`src/rtl/touch_frame_translator_defines.svh`:
```
// Assertion macros used by the touch frame translator top level.
`ifndef TOUCH_FRAME_TRANSLATOR_DEFINES_SVH
`define TOUCH_FRAME_TRANSLATOR_DEFINES_SVH

// Same-cycle implication, disabled while reset is asserted.
`define TFT_ASSERT_NOW(label, clk, rst_n, ante, cons) \
	label: assert property (@(posedge clk) disable iff (!rst_n) (ante) |-> (cons)) \
		else $error("touch_frame_translator: same-cycle check failed");

// Next-cycle implication, disabled while reset is asserted.
`define TFT_ASSERT_NEXT(label, clk, rst_n, ante, cons) \
	label: assert property (@(posedge clk) disable iff (!rst_n) (ante) |=> (cons)) \
		else $error("touch_frame_translator: next-cycle check failed");

`endif

```
`src/rtl/tft_pkg.sv`:
```
// Types, constants and helper functions for the touch frame translator.
`default_nettype none

package tft_pkg;

	// Frame and packet geometry
	localparam int FRAME_BYTES       = 4;
	localparam int HOST_PACKET_BYTES = 6;
	localparam int DROP_COUNT        = FRAME_BYTES + 2;
	localparam int CNT_W             = $clog2(DROP_COUNT + 1);
	localparam int FIDX_W            = $clog2(FRAME_BYTES);
	localparam int BEAT_W            = $clog2(HOST_PACKET_BYTES);

	// Command queue between front and back
	localparam int CMD_DEPTH = 4;
	localparam int CMD_PTR_W = $clog2(CMD_DEPTH);

	// Q2.14 scaling
	localparam int GAIN_W    = 16;
	localparam int FRAC_BITS = 14;
	localparam int PROD_W    = 8 + GAIN_W;
	localparam int SCALED_W  = PROD_W - FRAC_BITS;

	// Configuration port
	localparam int CFG_IDX_W  = 3;
	localparam int CFG_DATA_W = 16;

	// Screen protocol bytes
	localparam logic [7:0] SOT_TOUCH   = 8'hFE;
	localparam logic [7:0] SOT_UNTOUCH = 8'hFD;
	localparam logic [7:0] SOT_SIZE    = 8'hF4;
	localparam logic [7:0] EOT         = 8'hFF;
	localparam logic [7:0] SIZE_REQ    = 8'h37;

	// Host packet bytes
	localparam logic [7:0] HB_X_HI  = 8'hC0;
	localparam logic [7:0] HB_X_LO  = 8'h80;
	localparam logic [7:0] HB_Y_HI  = 8'h40;
	localparam logic [7:0] HB_ZERO  = 8'h00;
	localparam logic [7:0] HB_TRAIL = 8'h0F;

	// Register reset values
	localparam logic [7:0]        RST_Y_FRAME_HEIGHT = 8'd94;
	localparam logic [GAIN_W-1:0] RST_X_GAIN         = 16'd31130;
	localparam logic [GAIN_W-1:0] RST_Y_GAIN         = 16'd28672;
	localparam logic [7:0]        RST_COMM_LIMIT     = 8'd30;
	localparam logic [7:0]        RST_INIT_LIMIT     = 8'd36;

	// Input item kinds
	localparam logic KIND_BYTE = 1'b0;
	localparam logic KIND_TICK = 1'b1;

	typedef enum logic [CFG_IDX_W-1:0] {
		REG_Y_FRAME_HEIGHT = 3'd0,
		REG_X_GAIN         = 3'd1,
		REG_Y_GAIN         = 3'd2,
		REG_COMM_LIMIT     = 3'd3,
		REG_INIT_LIMIT     = 3'd4
	} reg_idx_t;

	typedef enum logic [1:0] {
		DEST_STATUS = 2'd0,
		DEST_HOST   = 2'd1,
		DEST_SCREEN = 2'd2
	} dest_t;

	typedef enum logic [1:0] {
		CMD_STATUS,
		CMD_SCREEN,
		CMD_TOUCH,
		CMD_UNTOUCH
	} cmd_op_t;

	// One classified item handed from front to back
	typedef struct packed {
		cmd_op_t    op;
		logic       link_ok;
		logic       init_req;
		logic [7:0] x_raw;
		logic [7:0] y_raw;
	} cmd_t;

	typedef struct packed {
		logic [7:0]        y_frame_height;
		logic [GAIN_W-1:0] x_gain;
		logic [GAIN_W-1:0] y_gain;
		logic [7:0]        comm_check_limit;
		logic [7:0]        init_check_limit;
	} cfg_t;

	// Drop the fraction of a Q2.14 product and clamp to one byte
	function automatic logic [7:0] sat_scale(input logic [PROD_W-1:0] p);
		logic [SCALED_W-1:0] q;
		q = p[PROD_W-1:FRAC_BITS];
		if (|q[SCALED_W-1:8])
			return 8'hFF;
		return q[7:0];
	endfunction

	// Host packet byte at a given beat
	function automatic logic [7:0] pkt_byte(input cmd_op_t op, input logic [BEAT_W-1:0] idx,
		input logic [7:0] x, input logic [7:0] y);
		logic [7:0] b;
		b = HB_ZERO;
		if (op == CMD_TOUCH) begin
			case (idx)
				BEAT_W'(0): b = HB_X_HI | {6'd0, x[7:6]};
				BEAT_W'(1): b = HB_X_LO | {2'd0, x[5:0]};
				BEAT_W'(2): b = HB_Y_HI | {6'd0, y[7:6]};
				BEAT_W'(3): b = {2'd0, y[5:0]};
				BEAT_W'(5): b = HB_TRAIL;
				default:    b = HB_ZERO;
			endcase
		end else begin
			case (idx)
				BEAT_W'(0): b = HB_X_HI;
				BEAT_W'(1): b = HB_X_LO;
				BEAT_W'(2): b = HB_Y_HI;
				default:    b = HB_ZERO;
			endcase
		end
		return b;
	endfunction

endpackage

`default_nettype wire

```
`src/rtl/touch_frame_translator.sv`:
```
// Top level of the touch frame translator: registers, front, queue and back.
//
// Input channel: push/full carries one item per beat, either a screen byte
// (kind 0, rx_byte) or a one-second tick (kind 1). Items are taken every
// cycle while full is low. Result channel: while empty is low the oldest
// result is on dest/out_byte/last/link_ok/init_request; pop takes it.
// Each screen byte or tick yields one result, except a completed touch or
// untouch frame, which yields six host bytes with last on the sixth.
// Path: an item is written into the command queue, then the scale stage,
// then the output register. Throughput: one result per cycle while the
// receiver pops, set by the single output register fed by the packet sequencer; a
// six-byte host packet holds the sequencer until its last byte while the front
// end keeps taking items into a four-entry command queue.
// When the receiver stalls, the output register holds, the sequencer
// waits, the queue fills and full rises; nothing is lost.
// Reset: capture, counters and link status clear, registers return to
// their defaults; the frame store is not cleared and needs no clearing.
// Configuration: cfg_valid/cfg_ready writes register cfg_index with
// cfg_data; cfg_ready is always high. Write only while the block is idle.
`default_nettype none
`include "touch_frame_translator_defines.svh"

module touch_frame_translator (
	input  wire logic                           clk,
	input  wire logic                           arst_n,
	// item input
	input  wire logic                           push,
	output logic                                full,
	input  wire logic                           kind,
	input  wire logic [7:0]                     rx_byte,
	// results
	output logic                                empty,
	input  wire logic                           pop,
	output logic [1:0]                          dest,
	output logic [7:0]                          out_byte,
	output logic                                last,
	output logic                                link_ok,
	output logic                                init_request,
	// configuration writes
	input  wire logic                           cfg_valid,
	output logic                                cfg_ready,
	input  wire logic [tft_pkg::CFG_IDX_W-1:0]  cfg_index,
	input  wire logic [tft_pkg::CFG_DATA_W-1:0] cfg_data
);
	import tft_pkg::*;

	cfg_t cfg_q;
	cmd_t front_cmd;
	cmd_t queue_cmd;
	logic accept;
	logic queue_empty;
	logic queue_pop;

	assign cfg_ready = 1'b1;
	assign accept    = push && !full;

	// Configuration registers
	always_ff @(posedge clk or negedge arst_n) begin
		if (!arst_n) begin
			cfg_q.y_frame_height   <= RST_Y_FRAME_HEIGHT;
			cfg_q.x_gain           <= RST_X_GAIN;
			cfg_q.y_gain           <= RST_Y_GAIN;
			cfg_q.comm_check_limit <= RST_COMM_LIMIT;
			cfg_q.init_check_limit <= RST_INIT_LIMIT;
		end else if (cfg_valid && cfg_ready) begin
			case (reg_idx_t'(cfg_index))
				REG_Y_FRAME_HEIGHT: cfg_q.y_frame_height   <= cfg_data[7:0];
				REG_X_GAIN:         cfg_q.x_gain           <= cfg_data[GAIN_W-1:0];
				REG_Y_GAIN:         cfg_q.y_gain           <= cfg_data[GAIN_W-1:0];
				REG_COMM_LIMIT:     cfg_q.comm_check_limit <= cfg_data[7:0];
				REG_INIT_LIMIT:     cfg_q.init_check_limit <= cfg_data[7:0];
				default: ;
			endcase
		end
	end

	tft_front u_front (
		.clk     (clk),
		.arst_n  (arst_n),
		.accept  (accept),
		.kind    (kind),
		.rx_byte (rx_byte),
		.cfg     (cfg_q),
		.cmd     (front_cmd)
	);

	tft_cmd_fifo u_queue (
		.clk    (clk),
		.arst_n (arst_n),
		.push   (accept),
		.wdata  (front_cmd),
		.full   (full),
		.pop    (queue_pop),
		.rdata  (queue_cmd),
		.empty  (queue_empty)
	);

	tft_back u_back (
		.clk          (clk),
		.arst_n       (arst_n),
		.cmd_rdata    (queue_cmd),
		.cmd_empty    (queue_empty),
		.cmd_pop      (queue_pop),
		.cfg          (cfg_q),
		.pop          (pop),
		.empty        (empty),
		.dest         (dest),
		.out_byte     (out_byte),
		.last         (last),
		.link_ok      (link_ok),
		.init_request (init_request)
	);

	// Only host packets have beats that are not the last
	`TFT_ASSERT_NOW(a_nonlast_is_host, clk, arst_n, !empty && !last, dest == DEST_HOST)
	// Init requests ride only on single-beat results
	`TFT_ASSERT_NOW(a_init_single, clk, arst_n, !empty && init_request,
		last && (dest != DEST_HOST))
	// A packet beat taken mid-packet is followed at once by the next host beat
	`TFT_ASSERT_NEXT(a_packet_gapless, clk, arst_n, !empty && pop && !last,
		!empty && (dest == DEST_HOST))

endmodule

`default_nettype wire

```
`src/rtl/tft_front.sv`:
```
// Front end: frame capture, heartbeat counters and item classification.
`default_nettype none

module tft_front (
	input  wire logic          clk,
	input  wire logic          arst_n,
	input  wire logic          accept,
	input  wire logic          kind,
	input  wire logic [7:0]    rx_byte,
	input  wire tft_pkg::cfg_t cfg,
	output tft_pkg::cmd_t      cmd
);
	import tft_pkg::*;

	logic             capturing_q;
	logic [CNT_W-1:0] count_q;
	logic [7:0]       store_q [FRAME_BYTES];
	logic             link_good_q;
	logic [7:0]       comm_q;
	logic [7:0]       init_q;

	logic             is_start;
	logic             take;
	logic [CNT_W-1:0] count_inc;
	logic             frame_done;
	logic             frame_drop;
	logic             init_fire;
	logic             comm_fire;
	logic [7:0]       head;

	// Classify the presented item against the current state
	always_comb begin
		is_start   = (rx_byte == SOT_TOUCH) || (rx_byte == SOT_UNTOUCH) ||
			(rx_byte == SOT_SIZE);
		take       = (kind == KIND_BYTE) && (capturing_q || is_start);
		count_inc  = count_q + CNT_W'(1);
		// byte count is nonzero only while capturing, so the end byte is this one
		frame_done = take && (count_q == CNT_W'(FRAME_BYTES - 1)) && (rx_byte == EOT);
		frame_drop = take && (count_inc >= CNT_W'(DROP_COUNT));
		head       = store_q[0];
		init_fire  = !link_good_q && (init_q > cfg.init_check_limit);
		comm_fire  = (comm_q > cfg.comm_check_limit) && !capturing_q;

		cmd.op       = CMD_STATUS;
		cmd.link_ok  = link_good_q;
		cmd.init_req = 1'b0;
		cmd.x_raw    = store_q[1];
		cmd.y_raw    = cfg.y_frame_height - store_q[2];
		if (kind == KIND_TICK) begin
			cmd.init_req = init_fire;
			if (comm_fire) begin
				cmd.op      = CMD_SCREEN;
				cmd.link_ok = 1'b0;
			end
		end else if (frame_done) begin
			if (head == SOT_TOUCH)
				cmd.op = CMD_TOUCH;
			else if (head == SOT_UNTOUCH)
				cmd.op = CMD_UNTOUCH;
			else if (head == SOT_SIZE)
				cmd.link_ok = 1'b1;
		end
	end

	// Control state
	always_ff @(posedge clk or negedge arst_n) begin
		if (!arst_n) begin
			capturing_q <= 1'b0;
			count_q     <= '0;
			link_good_q <= 1'b0;
			comm_q      <= '0;
			init_q      <= '0;
		end else if (accept) begin
			if (kind == KIND_TICK) begin
				if (!link_good_q)
					init_q <= init_fire ? 8'd0 : init_q + 8'd1;
				comm_q <= comm_fire ? 8'd0 : comm_q + 8'd1;
				if (comm_fire)
					link_good_q <= 1'b0;
			end else if (frame_done) begin
				capturing_q <= 1'b0;
				count_q     <= '0;
				if (head == SOT_SIZE) begin
					link_good_q <= 1'b1;
					init_q      <= '0;
				end
			end else if (frame_drop) begin
				capturing_q <= 1'b0;
				count_q     <= '0;
			end else if (take) begin
				capturing_q <= 1'b1;
				count_q     <= count_inc;
			end
		end
	end

	// Frame bytes; bytes past the frame length are not kept
	always_ff @(posedge clk) begin
		if (accept && take && (count_q < CNT_W'(FRAME_BYTES)))
			store_q[count_q[FIDX_W-1:0]] <= rx_byte;
	end

endmodule

`default_nettype wire

```
`src/rtl/tft_cmd_fifo.sv`:
```
// Short command queue between the front end and the packet generator.
`default_nettype none

module tft_cmd_fifo (
	input  wire logic          clk,
	input  wire logic          arst_n,
	input  wire logic          push,
	input  wire tft_pkg::cmd_t wdata,
	output logic               full,
	input  wire logic          pop,
	output tft_pkg::cmd_t      rdata,
	output logic               empty
);
	import tft_pkg::*;

	cmd_t                 mem_q [CMD_DEPTH];
	logic [CMD_PTR_W-1:0] wr_ptr_q;
	logic [CMD_PTR_W-1:0] rd_ptr_q;
	logic [CMD_PTR_W:0]   count_q;
	logic                 do_push;
	logic                 do_pop;

	always_comb begin
		full    = (count_q == (CMD_PTR_W + 1)'(CMD_DEPTH));
		empty   = (count_q == '0);
		do_push = push && !full;
		do_pop  = pop && !empty;
		rdata   = mem_q[rd_ptr_q];
	end

	// Pointers and fill level
	always_ff @(posedge clk or negedge arst_n) begin
		if (!arst_n) begin
			wr_ptr_q <= '0;
			rd_ptr_q <= '0;
			count_q  <= '0;
		end else begin
			if (do_push)
				wr_ptr_q <= wr_ptr_q + CMD_PTR_W'(1);
			if (do_pop)
				rd_ptr_q <= rd_ptr_q + CMD_PTR_W'(1);
			if (do_push && !do_pop)
				count_q <= count_q + (CMD_PTR_W + 1)'(1);
			else if (do_pop && !do_push)
				count_q <= count_q - (CMD_PTR_W + 1)'(1);
		end
	end

	// Storage
	always_ff @(posedge clk) begin
		if (do_push)
			mem_q[wr_ptr_q] <= wdata;
	end

endmodule

`default_nettype wire

```
`src/rtl/tft_back.sv`:
```
// Back end: coordinate scaling and result sequencing into the output register.
`default_nettype none

module tft_back (
	input  wire logic          clk,
	input  wire logic          arst_n,
	input  wire tft_pkg::cmd_t cmd_rdata,
	input  wire logic          cmd_empty,
	output logic               cmd_pop,
	input  wire tft_pkg::cfg_t cfg,
	input  wire logic          pop,
	output logic               empty,
	output logic [1:0]         dest,
	output logic [7:0]         out_byte,
	output logic               last,
	output logic               link_ok,
	output logic               init_request
);
	import tft_pkg::*;

	// Scale stage
	logic              valid_s1;
	cmd_t              cmd_s1;
	logic [PROD_W-1:0] xprod_s1;
	logic [PROD_W-1:0] yprod_s1;
	logic [BEAT_W-1:0] beat_q;

	// Output register
	logic       out_valid_q;
	dest_t      dest_q;
	logic [7:0] byte_q;
	logic       last_q;
	logic       link_q;
	logic       init_q;

	logic       out_ready;
	logic       is_pkt;
	logic       beat_last;
	logic       gen_fire;
	logic       load_s1;
	logic [7:0] x_sat;
	logic [7:0] y_sat;
	dest_t      gen_dest;
	logic [7:0] gen_byte;

	// Beat generation
	always_comb begin
		out_ready = !out_valid_q || pop;
		is_pkt    = (cmd_s1.op == CMD_TOUCH) || (cmd_s1.op == CMD_UNTOUCH);
		beat_last = !is_pkt || (beat_q == BEAT_W'(HOST_PACKET_BYTES - 1));
		gen_fire  = valid_s1 && out_ready;
		load_s1   = !cmd_empty && (!valid_s1 || (gen_fire && beat_last));
		cmd_pop   = load_s1;
		x_sat     = sat_scale(xprod_s1);
		y_sat     = sat_scale(yprod_s1);

		unique case (cmd_s1.op) inside
			CMD_STATUS: begin
				gen_dest = DEST_STATUS;
				gen_byte = HB_ZERO;
			end
			CMD_SCREEN: begin
				gen_dest = DEST_SCREEN;
				gen_byte = SIZE_REQ;
			end
			CMD_TOUCH, CMD_UNTOUCH: begin
				gen_dest = DEST_HOST;
				gen_byte = pkt_byte(cmd_s1.op, beat_q, x_sat, y_sat);
			end
			default: begin
				gen_dest = DEST_STATUS;
				gen_byte = HB_ZERO;
			end
		endcase
	end

	// Stage and beat control
	always_ff @(posedge clk or negedge arst_n) begin
		if (!arst_n) begin
			valid_s1    <= 1'b0;
			beat_q      <= '0;
			out_valid_q <= 1'b0;
		end else begin
			if (load_s1)
				valid_s1 <= 1'b1;
			else if (gen_fire && beat_last)
				valid_s1 <= 1'b0;
			if (gen_fire)
				beat_q <= beat_last ? '0 : beat_q + BEAT_W'(1);
			if (out_ready)
				out_valid_q <= gen_fire;
		end
	end

	// Payload: command and gain products, then the result beat
	always_ff @(posedge clk) begin
		if (load_s1) begin
			cmd_s1   <= cmd_rdata;
			xprod_s1 <= PROD_W'(cmd_rdata.x_raw) * PROD_W'(cfg.x_gain);
			yprod_s1 <= PROD_W'(cmd_rdata.y_raw) * PROD_W'(cfg.y_gain);
		end
		if (gen_fire) begin
			dest_q <= gen_dest;
			byte_q <= gen_byte;
			last_q <= beat_last;
			link_q <= cmd_s1.link_ok;
			init_q <= cmd_s1.init_req;
		end
	end

	assign empty        = !out_valid_q;
	assign dest         = dest_q;
	assign out_byte     = byte_q;
	assign last         = last_q;
	assign link_ok      = link_q;
	assign init_request = init_q;

endmodule

`default_nettype wire

```
`config.mk`:
```
export PLATFORM = sky130hd
export DESIGN_NAME = touch_frame_translator
export DESIGN_NICKNAME = d
export VERILOG_FILES = /design/src/rtl/tft_pkg.sv /design/src/rtl/touch_frame_translator.sv /design/src/rtl/tft_front.sv /design/src/rtl/tft_cmd_fifo.sv /design/src/rtl/tft_back.sv
export VERILOG_INCLUDE_DIRS = /design/src /design/src/rtl
export SDC_FILE = /design/constraint.sdc
export NUM_CORES = 1
export LEC_CHECK = 0
export BUFFER_PORTS_ARGS = -buffer_cell sky130_fd_sc_hd__buf_2
export CAP_MARGIN = 10
export CORE_UTILIZATION = 50
export DETAILED_ROUTE_END_ITERATION = 8
export PLACE_DENSITY = 0.66
export REMOVE_ABC_BUFFERS = 1
export SETUP_SLACK_MARGIN = 0.3
export SYNTH_ARGS = -nofsm -noshare
export SYNTH_HDL_FRONTEND = slang
export SYNTH_HIERARCHICAL = 1
export SYNTH_SLANG_ARGS = --single-unit
```
`constraint.sdc`:
```
create_clock -name clk -period 16.04 [get_ports clk]
set_input_delay 3.208 -clock clk [delete_from_list [all_inputs] [get_ports clk]]
set_output_delay 3.208 -clock clk [all_outputs]
set_load 0.05 [all_outputs]
```
==> flow_metrics.tcl <==
set metrics [dict create \
    setup_viol 0 \
    synth_area_leader_cell "edfxtp_1" \
    grt_usage 0.209 \
    yosysWarnings 6 \
    cp_max_fo 22 \
    cp-end-kind "flip-flop" \
    initial_core_util 0.510 \
    max_freq_mhz 169 \
    crit_required_ps 16320 \
    insertedDiodeCount 0 \
    hold_end "u_back/init_request$_DFFE_PP_" \
    grt_pass1_wl_um 59300 \
    grt_max_degree 55 \
    std_cell_rows 68 \
    cp-start-kind "flip-flop" \
    dp_cells 1989 \
    cts_tree "built" \
    hold_violations 0 \
    drtIter0Drc 536 \
    synth_most_common_cell "inv_1" \
    synth_compound_area_frac 0.0678 \
    final_max_slew_viol_count 0 \
    ant_nets 0 \
    path_clk_slew_ps 70 \
    cts_sinks 230 \
    final_nets 1885 \
    synth_edf_count 141 \
    synthesis.area_mm2 0.0177 \
    portBuffers 47 \
    r2r-end "u_back/xprod_s1[17]$_DFFE_PP_" \
    muxShareOfSynthArea 0.0717 \
    drc 0 \
    maxCapViolCount 0 \
    cts_root_buf "clkbuf_16" \
    die_w_um 190 \
    r2r_start "u_queue/rd_ptr_q[0]$_DFFE_PN0P_" \
    ys_top_cells_by_count "238 x inv_1, 214 x and2_1, 168 x fa_1" \
    ys_seq_elements 230 \
    area_growth_pct 8.49 \
    cts_resized 0 \
    syn_area_per_cell_um2 11.7 \
    hpwl_um 27500 \
    seq_area_frac_synth 0.367 \
    worstRegToRegCells 17 \
    yosysUniqueCellTypes 78 \
    synth_xor_area_frac 0.0148 \
    critPathArrivalTime_ps 6180 \
    ios 49 \
    rsz0062_at_grt "no" \
    skew_ps 11.9 \
    drive_gt1_frac 0.126 \
    worst_pin_slew_ps 1080 \
    cts_buffer_depth 3 \
    numCtsBuffers 25 \
    fin_ws_ps 10140 \
    tns_ps 0 \
    vias 10800 \
    die_h_um 190 \
    syn-instance-count 1515 \
    synthTopCellsByArea "edfxtp_1 24%, fa_1 19%, dfrtp_1 9.3%" \
    synthSimpleGateAreaFrac 0.141 \
    hold_depth 0 \
    crit_slowest_cell "mux4_1" \
    place_congestion 0.886 \
    grt_overflow_total 0 \
    crit_chain "buf_4 > mux4_1 > and2_1 > fa_1 > fa_1 > fa_1 > inv_1 > fa_1 > inv_1 > ha_1 > nand2_1 > nor3_1 > o2111ai_1 > o22ai_1 > a211o_4 > a2111oi_4 > a311o_1" \
    clk_latency_ps 540 \
    core_area_mm2 0.0347 \
    synth_ff_type "edfxtp_1" \
    first_global_vias 11300 \
    cts_setup_buffers 0 \
    avgRoutedWirePerCell_um 17.7 \
    hold_buffers 0 \
    synthArstFlopShare 0.387 \
    wirelength_um 36000 \
    drt-pass1-iter-count 4 \
    viasPerCell 5.30 \
    crit_path_max_incr_delay_ps 860 \
    cp_common_cell "fa_1" \
    finalCriticalPeriod_ps 5900 \
    htree_levels 1 \
    status "complete, no violations" \
    place_ws_ps 10120 \
    regToRegSetupSlack_ps 10140 \
    synthAdderAreaFrac 0.277 \
    antenna_found_initial 2 \
    yosys.area.top_type_share 0.239 \
    finalCritPeriodShare 0.368 \
    hold_path_class "reg2reg" \
    final_core_util 0.553 \
    worst-setup-path-type "reg2reg" \
    final_cells 2035 \
    min_from "u_back/cmd_s1[16]$_DFFE_PP_" \
    die-area_mm2 0.0362 \
    slew_headroom 0.277 \
    synth_top_family_by_area "adder cells" \
]
[cell type report]
class | instances | area (um2)
clock buffer | 33 | 686
clock inverter | 13 | 164
fill | 2909 | 15500
inverter | 238 | 893
multi-input combinational | 1015 | 10100
sequential | 230 | 6490
tap | 455 | 569
timing repair buffer | 51 | 268
[layout by cell type, fill, tap and decap left out, drive strengths merged, types with 5 or more instances in the layout]
master / count
inv: 240
and2: 219
fa: 168
edfxtp: 141
ha: 123
nand2: 96
dfrtp: 66
mux2: 59
buf: 51
o21ai: 44
a21oi: 37
clkbuf: 33
nor2: 31
dfstp: 23
a21o: 22
mux4: 20
xnor2: 17
nor3: 17
nor2b: 16
nand3: 15
xor2: 13
nand2b: 10
a22o: 10
and3: 8
nand4: 7
o21a: 7
clkinv: 7
o31ai: 6
o21bai: 5
o211ai: 5
[worst max-delay path, delay by kind of cell (launching register included)]
kind                       cells  cell delay (ps)
DFF                            1              330
buffers and inverters          3              420
adders and majority gates      5             2420
and+or+nand+nor                3              620
muxes                          1              860
AOI/OAI and AO/OA              5             1010
[per-stage QoR]
| step | instance area [um2] | hold slack, ps |
|---|---|---|
| floorplan | 17500 | 400 |
| global placement | 18400 | 403 |
| detailed placement | 18400 | 411 |
| CTS | 19200 | 416 |
| global route | 19200 | 425 |
| finish | 19200 | 416 |
[worst max path at each step]
stage                                     from                        endpoint  cells after the start
2_1_floorplan                              pop  u_queue/count_q[1]$_DFFE_PN0P_                      8
3_3_place_gp   u_queue/rd_ptr_q[1]$_DFFE_PN0P_   u_back/xprod_s1[22]$_DFFE_PP_                     16
3_5_place_dp   u_queue/rd_ptr_q[1]$_DFFE_PN0P_   u_back/xprod_s1[21]$_DFFE_PP_                     16
4_1_cts        u_queue/rd_ptr_q[1]$_DFFE_PN0P_   u_back/xprod_s1[22]$_DFFE_PP_                     16
5_1_grt        u_queue/rd_ptr_q[1]$_DFFE_PN0P_   u_back/xprod_s1[17]$_DFFE_PP_                     16
6_report       u_queue/rd_ptr_q[0]$_DFFE_PN0P_   u_back/xprod_s1[17]$_DFFE_PP_                     17
[logic make-up after synthesis]
group,after synthesis
AND/OR/NAND/NOR,442
adder cells (fa/ha/maj),291
buffers and inverters,270
flip-flops,230
AO/OA/AOI/OAI,172
multiplexers,79
XOR/XNOR,30
other,1
[state kept, by name, indices dropped and copies added (netlist names), 2 cells and up]
name and count:
u_queue/rd_ptr_q 2, cfg_q 56, u_front/store_q 24, u_front/count_q 3, u_back/out_byte 8, u_queue/mem_q 80, u_front/init_q 8, u_back/beat_q 3
u_front/comm_q 8, u_back/cmd_s1 4, u_back/yprod_s1 10, u_queue/wr_ptr_q 2, u_queue/count_q 3, u_back/xprod_s1 10, u_back/dest 2
[layer usage]
metal  vias up  share of wire  track usage  wire length (um)
met3        41          0.039       0.0231              1400
met5         -        0.00064            0                23
met1      5410           0.48        0.304             17300
met2       199           0.46        0.339             16700
met4         4          0.016       0.0415               572
li1       5132              -            -                 -
Power is not shown: default switching activity piles up to over one toggle a cycle in this logic, so the estimate is an artifact.
